--- config.mk ---
export PLATFORM = sky130hd
export DESIGN_NAME = two_class_priority_queue_top
export DESIGN_NICKNAME = d
export VERILOG_FILES = /design/src/design/tpq_pkg.sv /design/src/design/tpq_ram.sv /design/src/design/two_class_priority_queue_top.sv
export SDC_FILE = /design/constraint.sdc
export NUM_CORES = 1
export LEC_CHECK = 0
export ABC_AREA = 1
export ABC_CLOCK_PERIOD_IN_PS = 3100
export BUFFER_PORTS_ARGS = -buffer_cell sky130_fd_sc_hd__buf_4
export CORE_ASPECT_RATIO = 1.25
export CORE_UTILIZATION = 25
export DETAILED_ROUTE_END_ITERATION = 10
export MAX_ROUTING_LAYER = met4
export PLACE_DENSITY = 0.5
export SYNTH_ARGS = -nofsm -noshare
export SYNTH_HDL_FRONTEND = slang
export SYNTH_SLANG_ARGS = --single-unit
export TNS_END_PERCENT = 20
--- constraint.sdc ---
create_clock -name clk -period 3.1 [get_ports clk]
set_clock_uncertainty 0.15 [all_clocks]
set_input_delay 0.31 -clock clk [delete_from_list [all_inputs] [get_ports clk]]
set_output_delay 0.31 -clock clk [all_outputs]
set_load 0.005 [all_outputs]
--- src/design/tpq_pkg.sv ---
`timescale 1ns / 1ps
// ----------------------------------------------------------------------------
// tpq_pkg
// Shared types and constants of the two-class strict priority queue.
// ----------------------------------------------------------------------------
package tpq_pkg;

	localparam int CLASS_DEPTH_DEF = 16;
	localparam int VALUE_WIDTH_DEF = 32;

	localparam int DATA_W  = 32;
	localparam int OCC_W   = 6;

	localparam logic [1:0] PRIO_HIGH = 2'd1;
	localparam logic [1:0] PRIO_LOW  = 2'd2;

	localparam logic MODE_ENQ = 1'b0;
	localparam logic MODE_DEQ = 1'b1;

	typedef enum logic [1:0] {
		ST_OK      = 2'd0,
		ST_EMPTY   = 2'd1,
		ST_FULL    = 2'd2,
		ST_BADPRIO = 2'd3
	} status_t;

	// Control carried alongside the memory read into the output stage.
	typedef struct packed {
		logic             deq_hi;
		logic             deq_lo;
		status_t          status;
		logic [OCC_W-1:0] occupancy;
	} tpq_ctl_t;

endpackage

--- src/design/tpq_ram.sv ---
`timescale 1ns / 1ps
// ----------------------------------------------------------------------------
// tpq_ram
// Generic simple dual-port RAM: one write port, one read port with a
// registered read that holds its data while the read enable is low.
// ----------------------------------------------------------------------------
module tpq_ram #(
	parameter int WIDTH = 32,
	parameter int DEPTH = 16
) (
	input  logic                     clk,
	input  logic                     wr_en,
	input  logic [$clog2(DEPTH)-1:0] wr_addr,
	input  logic [WIDTH-1:0]         wr_data,
	input  logic                     rd_en,
	input  logic [$clog2(DEPTH)-1:0] rd_addr,
	output logic [WIDTH-1:0]         rd_data
);

	logic [WIDTH-1:0] mem [DEPTH];

	always_ff @(posedge clk) begin
		if (wr_en) begin
			mem[wr_addr] <= wr_data;
		end
		if (rd_en) begin
			rd_data <= mem[rd_addr];
		end
	end

endmodule

--- src/design/two_class_priority_queue_top.sv ---
`timescale 1ns / 1ps
// ----------------------------------------------------------------------------
// two_class_priority_queue_top
// Strict two-class priority queue: two FIFO rings held in RAM, high class
// served first on dequeue, one result beat for every request beat.
// ----------------------------------------------------------------------------
// The queue takes one request per clock while in_stall is low and returns one
// result beat for each, through the registered RAM read of the dequeued entry
// and then the output register. Both classes live in their own
// RAM of CLASS_DEPTH entries; the pointers and counts sit in flip-flops, so
// every request is decided at acceptance and back-to-back requests never touch
// the same entry in the same cycle. A stall on the output side backs up
// through the read stage to the input after two beats are held. Entries are
// never read before they are written, so no clearing pass follows reset.
module two_class_priority_queue_top #(
	parameter int CLASS_DEPTH = tpq_pkg::CLASS_DEPTH_DEF,
	parameter int VALUE_WIDTH = tpq_pkg::VALUE_WIDTH_DEF
) (
	input  logic                      clk,
	input  logic                      arst_n,
	input  logic                      in_valid,
	output logic                      in_stall,
	input  logic                      mode,
	input  logic signed [tpq_pkg::DATA_W-1:0] value,
	input  logic [1:0]                priority_req,
	output logic                      out_valid,
	input  logic                      out_stall,
	output logic signed [tpq_pkg::DATA_W-1:0] data_out,
	output logic [1:0]                status,
	output logic [tpq_pkg::OCC_W-1:0] occupancy
);

	import tpq_pkg::*;

	localparam int PTR_W = $clog2(CLASS_DEPTH);
	localparam int CNT_W = $clog2(CLASS_DEPTH + 1);
	localparam int EXT_W = (VALUE_WIDTH > DATA_W) ? VALUE_WIDTH : DATA_W;
	localparam logic [PTR_W-1:0] PTR_LAST = PTR_W'(CLASS_DEPTH - 1);
	localparam logic [CNT_W-1:0] CNT_FULL = CNT_W'(CLASS_DEPTH);

	logic [PTR_W-1:0] hi_rd_q, hi_wr_q, lo_rd_q, lo_wr_q;
	logic [CNT_W-1:0] hi_cnt_q, lo_cnt_q;
	logic [PTR_W-1:0] hi_rd_d, hi_wr_d, lo_rd_d, lo_wr_d;
	logic [CNT_W-1:0] hi_cnt_d, lo_cnt_d;

	logic                   accept;
	logic                   s1_advance;
	logic                   valid_s1;
	tpq_ctl_t               ctl_s1;
	tpq_ctl_t               ctl_d;
	logic                   wr_hi, wr_lo, rd_hi, rd_lo;
	logic [VALUE_WIDTH-1:0] wr_val;
	logic [VALUE_WIDTH-1:0] hi_rdata, lo_rdata;
	logic [VALUE_WIDTH-1:0] sel_rdata;
	logic [EXT_W-1:0]       value_ext, rdata_ext;
	logic [CNT_W:0]         occ_sum;

	logic                   out_valid_q;
	logic [DATA_W-1:0]      data_q;
	status_t                status_q;
	logic [OCC_W-1:0]       occ_q;

	// The read stage moves on whenever the output register is free or drains.
	assign s1_advance = !out_valid_q || !out_stall;
	assign in_stall   = valid_s1 && !s1_advance;
	assign accept     = in_valid && !in_stall;

	assign value_ext = EXT_W'(value);
	assign wr_val    = value_ext[VALUE_WIDTH-1:0];

	always_comb begin
		hi_rd_d  = hi_rd_q;
		hi_wr_d  = hi_wr_q;
		lo_rd_d  = lo_rd_q;
		lo_wr_d  = lo_wr_q;
		hi_cnt_d = hi_cnt_q;
		lo_cnt_d = lo_cnt_q;
		wr_hi    = 1'b0;
		wr_lo    = 1'b0;
		rd_hi    = 1'b0;
		rd_lo    = 1'b0;
		ctl_d.status = ST_OK;

		if (mode == MODE_ENQ) begin
			case (priority_req)
				PRIO_HIGH: begin
					if (hi_cnt_q == CNT_FULL) begin
						ctl_d.status = ST_FULL;
					end else begin
						wr_hi = 1'b1;
					end
				end
				PRIO_LOW: begin
					if (lo_cnt_q == CNT_FULL) begin
						ctl_d.status = ST_FULL;
					end else begin
						wr_lo = 1'b1;
					end
				end
				default: begin
					ctl_d.status = ST_BADPRIO;
				end
			endcase
		end else begin
			if (hi_cnt_q != '0) begin
				rd_hi = 1'b1;
			end else if (lo_cnt_q != '0) begin
				rd_lo = 1'b1;
			end else begin
				ctl_d.status = ST_EMPTY;
			end
		end

		if (wr_hi) begin
			hi_wr_d  = (hi_wr_q == PTR_LAST) ? '0 : hi_wr_q + 1'b1;
			hi_cnt_d = hi_cnt_q + 1'b1;
		end
		if (wr_lo) begin
			lo_wr_d  = (lo_wr_q == PTR_LAST) ? '0 : lo_wr_q + 1'b1;
			lo_cnt_d = lo_cnt_q + 1'b1;
		end
		if (rd_hi) begin
			hi_rd_d  = (hi_rd_q == PTR_LAST) ? '0 : hi_rd_q + 1'b1;
			hi_cnt_d = hi_cnt_q - 1'b1;
		end
		if (rd_lo) begin
			lo_rd_d  = (lo_rd_q == PTR_LAST) ? '0 : lo_rd_q + 1'b1;
			lo_cnt_d = lo_cnt_q - 1'b1;
		end

		occ_sum         = {1'b0, hi_cnt_d} + {1'b0, lo_cnt_d};
		ctl_d.occupancy = OCC_W'(occ_sum);
		ctl_d.deq_hi    = rd_hi;
		ctl_d.deq_lo    = rd_lo;
	end

	tpq_ram #(
		.WIDTH (VALUE_WIDTH),
		.DEPTH (CLASS_DEPTH)
	) u_hi_ram (
		.clk     (clk),
		.wr_en   (accept && wr_hi),
		.wr_addr (hi_wr_q),
		.wr_data (wr_val),
		.rd_en   (accept && rd_hi),
		.rd_addr (hi_rd_q),
		.rd_data (hi_rdata)
	);

	tpq_ram #(
		.WIDTH (VALUE_WIDTH),
		.DEPTH (CLASS_DEPTH)
	) u_lo_ram (
		.clk     (clk),
		.wr_en   (accept && wr_lo),
		.wr_addr (lo_wr_q),
		.wr_data (wr_val),
		.rd_en   (accept && rd_lo),
		.rd_addr (lo_rd_q),
		.rd_data (lo_rdata)
	);

	always_ff @(posedge clk or negedge arst_n) begin
		if (!arst_n) begin
			hi_rd_q  <= '0;
			hi_wr_q  <= '0;
			lo_rd_q  <= '0;
			lo_wr_q  <= '0;
			hi_cnt_q <= '0;
			lo_cnt_q <= '0;
		end else if (accept) begin
			hi_rd_q  <= hi_rd_d;
			hi_wr_q  <= hi_wr_d;
			lo_rd_q  <= lo_rd_d;
			lo_wr_q  <= lo_wr_d;
			hi_cnt_q <= hi_cnt_d;
			lo_cnt_q <= lo_cnt_d;
		end
	end

	// The RAM read data holds until the next accepted request, so this stage
	// can wait on a stalled output without losing the dequeued value.
	always_ff @(posedge clk or negedge arst_n) begin
		if (!arst_n) begin
			valid_s1 <= 1'b0;
		end else if (accept) begin
			valid_s1 <= 1'b1;
		end else if (s1_advance) begin
			valid_s1 <= 1'b0;
		end
	end

	always_ff @(posedge clk) begin
		if (accept) begin
			ctl_s1 <= ctl_d;
		end
	end

	assign sel_rdata = ctl_s1.deq_hi ? hi_rdata : lo_rdata;
	assign rdata_ext = EXT_W'(signed'(sel_rdata));

	always_ff @(posedge clk or negedge arst_n) begin
		if (!arst_n) begin
			out_valid_q <= 1'b0;
		end else if (s1_advance) begin
			out_valid_q <= valid_s1;
		end
	end

	always_ff @(posedge clk) begin
		if (s1_advance && valid_s1) begin
			data_q   <= (ctl_s1.deq_hi || ctl_s1.deq_lo) ? rdata_ext[DATA_W-1:0] : '0;
			status_q <= ctl_s1.status;
			occ_q    <= ctl_s1.occupancy;
		end
	end

	assign out_valid = out_valid_q;
	assign data_out  = data_q;
	assign status    = status_q;
	assign occupancy = occ_q;

endmodule

======== Word level (Yosys, flattened, before mapping) ========
Memories as Yosys holds them, arrays and structs flattened. A register that Yosys moved wholly into a read port is not among the register bits.
Index checks and enable logic that the tools add are counted.
W data, S select, Z words.
operators by class
  div/mod/pow operators ................... 0
  multipliers ............................. 0
  eq/ne operators ......................... 8
  bitwise gates (word level) .............. 0
  reductions and logical operators ........ 20
  $add $sub $neg .......................... 9
  $lt $le $gt $ge ......................... 0
  multiplexer cells ....................... 32
  shifts and indexed selects .............. 0
operators with widths
  operator               number
  $mux W32               1
  $mux W5                4
  $mux W1                19
  $add A4 B1 Y4 const B  4
  $eq A4 B4 Y1 const B   4
  $mux W4                4
  $add A5 B1 Y5 const B  2
  $eq A5 B5 Y1 const B   2
  $reduce_bool A5 Y1     2
  $sub A5 B1 Y5 const B  2
  $reduce_and A2 Y1      4
  $logic_and A1 B1 Y1    7
  $add A5 B5 Y6          1
  $mux W2                3
  $logic_not A1 Y1       4
  $pmux W2 S2            1
  $eq A2 B1 Y1 const B   1
  $eq A2 B2 Y1 const B   1
  $logic_or A1 B1 Y1     2
  $reduce_bool A2 Y1     1
word-level totals
  output and inout bits ................... 42
  bits in read-only memories .............. 0
  logic and storage cells ................. 86
  bits in writable memories ............... 1024
  bits in latches ......................... 0
  input port bits ......................... 39
  memories ................................ 2
  register bits ........................... 78
memory list
  name          depth  bits a word  read ports  clocked after memory_dff  wr ports  line           text
  u_hi_ram.mem  16     32           1           1                         1         tpq_ram.sv:20  logic [WIDTH-1:0] mem [DEPTH];
  u_lo_ram.mem  16     32           1           1                         1         tpq_ram.sv:20

======== Depth between registers and ports, before layout ========
  word-level depth ........................ 9
  gate-level depth with buffers ........... 15
  mapped depth without buffers ............ 15

======== Hierarchy ========
Synthesis repeated with hierarchy kept, for this count alone.
second synthesis, totals
  cell total of the unflattened synthesis .. 4689
  area total of the unflattened synthesis .. 50228.2 µm²
by module, submodules not included
  module                        area an instance (µm²)  instances  sequential area each (µm²)  cells each
  tpq_ram                       23050.9                 2          16335.7                     2120
  two_class_priority_queue_top  4126.5                  1          2202.1                      449

======== Least setup slack after synthesis ========
OpenSTA, ideal clock, no wires.
  path type ............................... reg2reg
  start ................................... reg hi_cnt_q[0]
  end ..................................... mem u_hi_ram.mem[0][0], enable pin
  cell stages (with the launch flop) ...... 9
  data arrival time ....................... 2.734 ns
  setup time .............................. 0.421 ns
  buffers on the path ..................... 1
  setup slack ............................. -0.205 ns
  required time ........................... 2.529 ns
  clock period less this slack ............ 3.305 ns
  cell sequence ........................... dfrtp_1 -> inv_1 -> ha_1 -> nand3_1 -> nand3_1 -> nor2_1 -> buf_4 -> nand2_1 -> nor2_1
between the ends
  cells in the longest elaborated chain, start to end .. 7
ends and longest elaborated chain
  element                        line                                 text
  from (decl)                    two_class_priority_queue_top.sv:42   logic [CNT_W-1:0] hi_cnt_q, lo_cnt_q;
  from (signal assigned)         two_class_priority_queue_top.sv:176  hi_cnt_q <= hi_cnt_d;
  $eq A5 B5 Y1                   two_class_priority_queue_top.sv:87   if (hi_cnt_q == CNT_FULL) begin
  $mux W1                        two_class_priority_queue_top.sv:87
  $mux W1                        two_class_priority_queue_top.sv:85   case (priority_req)
  $mux W1                        two_class_priority_queue_top.sv:84   if (mode == MODE_ENQ) begin
  $logic_and A1 B1 Y1            two_class_priority_queue_top.sv:142  .wr_en (accept && wr_hi),
  $mux W1                        tpq_ram.sv:23                        if (wr_en) begin
  $mux W1 (not written as such)  tpq_ram.sv:24                        mem[wr_addr] <= wr_data;
  to (decl)                      tpq_ram.sv:20
Every way passes these cells.

==> impl_metrics.env <==
export IMPL_p_leak_nw=17.9
export IMPL_die_y_um=481
export IMPL_ff2ff_setup_slack_ns=0.25
export IMPL_reg2regPathDepth=14
export IMPL_synth_cell_area_mm2=0.0459
export IMPL_final_area_mm2=0.0550
export IMPL_first_pass_iters=5
export IMPL_power_frac_clock_pct=30.8
export IMPL_grt_overflow_total=0
export IMPL_vias=28200
export IMPL_cts_post_setup_buffers_inserted=0
export IMPL_final_fill_count=18400
export IMPL_syn_inst=3506
export IMPL_antenna_left=0
export IMPL_fin_hold_ws_ns=0.190
export IMPL_hold_viol_final=0
export IMPL_grt_pass1_wl_um=188000
export IMPL_wl_per_cell_um=20.7
export IMPL_track_usage_pct=14.0
export IMPL_viasPerCell=4.58
export IMPL_cts_made_buffers=121
export IMPL_num_io_pins=81
export IMPL_crit_cells=14
export IMPL_antenna_found_initial=2
export IMPL_crit_path_max_fanout=9
export IMPL_p_int_mw=30.8
export IMPL_yosysSeqAreaShare_pct=76.0
export IMPL_grt_pass1_vias=27600
export IMPL_dpl_cell_area_mm2=0.0506
export IMPL_place_congestion=0.780
export IMPL_hp_class="in2reg"
export IMPL_area_growth_pct=19.7
export IMPL_pwr_share_comb_pct=29.1
export IMPL_avgSynthCellArea_um2=13.1
export IMPL_p_total_mw=46.8
export IMPL_rows=175
export IMPL_p_per_area_mw_per_mm2=852
export IMPL_drv_slew=0
export IMPL_synthArstFlopShare_pct=2.40
export IMPL_status="finished, final reports clean"
export IMPL_max_cap_violations=0
export IMPL_rsz0062_at_grt="false"
export IMPL_finalWorstPathRequiredPeriod_ns=2.85
export IMPL_drc_errors=0
export IMPL_whs_path_depth=4
export IMPL_grt_max_degree=123
export IMPL_ctsRootBufferMaster="clkbuf_16"
export IMPL_start_util_pct=25.2
export IMPL_finalCritPeriodShare_pct=91.8
export IMPL_drtIter0Drc=2308
export IMPL_hold_start="out_stall"
export IMPL_finalWirelength_um=127000
export IMPL_drive_above_1_share_pct=11.6
export IMPL_htree_levels=3
export IMPL_slowest_delay_ns=0.42
export IMPL_r2r_start="lo_cnt_q[0]"
export IMPL_critPathLaunchType="flop"
export IMPL_worstPathRequired_ns=3.44
export IMPL_cts_sinks=1166
export IMPL_insertion_delay_ns=0.74
export IMPL_path_buf_inv=3
export IMPL_ys_types=30
export IMPL_cp_end_kind="flop"
export IMPL_fin_nets=3724
export IMPL_cts_tree="yes"
export IMPL_startpoint="lo_cnt_q[0]"
export IMPL_max_slew_margin_rel_pct=50.6
export IMPL_worst_pin_slew_ns=0.741
export IMPL_switching_share_pct=34.2
export IMPL_core_area_mm2=0.182
export IMPL_power_frac_seq_pct=40.1
export IMPL_path_cells="inv_1 -> ha_1 -> nand2_1 -> nor2_1 -> inv_1 -> nand2_2 -> inv_1 -> nand2_1 -> a21boi_0 -> ha_1 -> nand3_1 -> nand3_1 -> a21oi_1 -> o21bai_1"
export IMPL_port_buffers=80
export IMPL_die_x_um=385
export IMPL_yosys_warnings=0
export IMPL_timing_rr_end="ctl_s1[5]"
export IMPL_path_common_cell="inv_1"
export IMPL_synth_enable_flop_cells=1138
export IMPL_min_to="out_valid"
export IMPL_place_hpwl_um=74300
export IMPL_p_sw_mw=16.0
export IMPL_synthesis_nets=3567
export IMPL_clk_pin_slew_ns=0.06
export IMPL_die_area_mm2=0.185
export IMPL_max_freq_mhz=351
export IMPL_arrival_ns=3.19
export IMPL_vdd_drop_max_uv=662
export IMPL_setup_viol_count_final=0
export IMPL_cts_max_path_buffers=3
export IMPL_slowest_stage="dfrtp_1"
export IMPL_worstSetupPathType="reg2reg"
export IMPL_ys_seq_elements=1166
export IMPL_synthFlopType="edfxtp_1"
export IMPL_path_delay_family="simple AND/OR/NAND/NOR gates"
cells in the final DEF, fill, tap and decap left out, types with 21 or more instances in the layout:
master and count:
edfxtp_1 1138, nor2_1 683, o21ai_0 466, nand2_1 295, buf_4 135, o211ai_1 130
o22ai_1 129, clkbuf_16 123, nand3_1 115, o21ai_1 106, inv_1 82, buf_12 74
dlygate4sd3_1 39, nor2_4 35, clkinv_1 27, clkbuf_1 25, dfrtp_1 22, clkinv_2 21
per-stage QoR:
stage	utilization [%]	instances	setup slack (ns)	setup TNS, ns
after floorplan	-	3506	-0.205	-154.06
after global placement	27.8	5889	0.245	0
after detailed placement	27.8	5889	0.238	0
after CTS	30.2	6151	0.227	0
after global routing	30.2	6152	0.0345	0
final	30.2	6154	0.254	0
power by group through the flow:
| stage | Sequential (mW) | Clock, mW | Combinational (mW) |
|---|---|---|---|
| floorplan | 18.9 | 0 | 8.73 |
| global placement | 19.1 | 0 | 13.7 |
| detailed placement | 19.1 | 0 | 13.7 |
| CTS | 18.8 | 14.8 | 13.8 |
| global route | 18.8 | 15.3 | 15.2 |
| finish | 18.8 | 14.4 | 13.6 |
cell families after synthesis:
| logic type | Yosys count | synth area share, % |
|---|---|---|
| AOI/OAI and AO/OA | 854 | 10.4 |
| xor gates and xnor gates | 12 | 0.229 |
| adders and majority gates | 22 | 0.616 |
| buffers and inverters | 309 | 3.04 |
| DFF | 1166 | 76.0 |
| and+or+nand+nor | 1143 | 9.76 |
what timing repair did:
action | 4_1_cts | 5_1_grt
resized for setup | 0 | 1
endpoints found under the hold margin | 1066 | 0
hold buffers | 40 | 0
setup endpoints to repair | 0 | 1
area by class of cell:
class	instances	area [um2]	share of cell area [%]
clock inverters	69	678	1.23
diodes	3	7.51	0.0137
multi-input cells	2031	9890	18.0
well taps	2389	2990	5.44
clock buffers	153	3240	5.90
repair buffers	248	2890	5.25
flip-flops and latches	1166	34900	63.5
inverters	95	372	0.676
Yosys cell counts, types with 2 or more instances:
| cell type | instances | area (um2) |
|---|---|---|
| a21boi_0 | 2 | 15.0 |
| a21oi_1 | 20 | 100 |
| and2_1 | 3 | 18.8 |
| buf_1 | 7 | 26.3 |
| buf_2 | 51 | 255 |
| buf_4 | 14 | 105 |
| buf_6 | 16 | 180 |
| clkbuf_1 | 126 | 473 |
| clkinv_1 | 4 | 15.0 |
| dfrtp_1 | 28 | 701 |
| edfxtp_1 | 1138 | 34200 |
| ha_1 | 21 | 263 |
| inv_1 | 89 | 334 |
| inv_2 | 2 | 7.51 |
| nand2_1 | 295 | 1110 |
| nand2_2 | 2 | 12.5 |
| nand3_1 | 115 | 576 |
| nand4_1 | 4 | 25.0 |
| nor2_1 | 717 | 2690 |
| nor3_1 | 4 | 20.0 |
| o211ai_1 | 130 | 976 |
| o21ai_0 | 466 | 2330 |
| o21ai_1 | 106 | 531 |
| o22ai_1 | 129 | 807 |
| xor2_1 | 12 | 105 |
flip-flops by register name, summed over array words and instances, names as in the netlist, 5 cells and up:
signal	count
u_lo_ram.mem	512
u_hi_ram.mem	512
ctl_s1	10
u_hi_ram.rd_data	32
occupancy	6
data_out	32
lo_cnt_q	5
u_lo_ram.rd_data	32
hi_cnt_q	5
per-layer routing:
layer  global-route usage, %  part of all wire (%)
met2                    22.7                    49
met5                       -                     0
met1                    18.6                    45
met4                    3.70                   1.9
met3                    1.49                   4.2
tightest hold or removal path, cell delays in order:
cell and delay, ns:
dlygate4sd3_1 0.53, buf_4 0.10, nand2_1 0.05, nand2_1 0.05
how the worst max path moves through the flow:
stage | to | slack [ns]
3_5_place_dp | ctl_s1[5] | 0.24
6_report | ctl_s1[5] | 0.25
5_1_grt | ctl_s1[4] | 0.03
2_1_floorplan | u_hi_ram.mem[0][0] | -0.21
4_1_cts | ctl_s1[5] | 0.23
3_3_place_gp | ctl_s1[4] | 0.24
(Power assumes the default switching activity.)
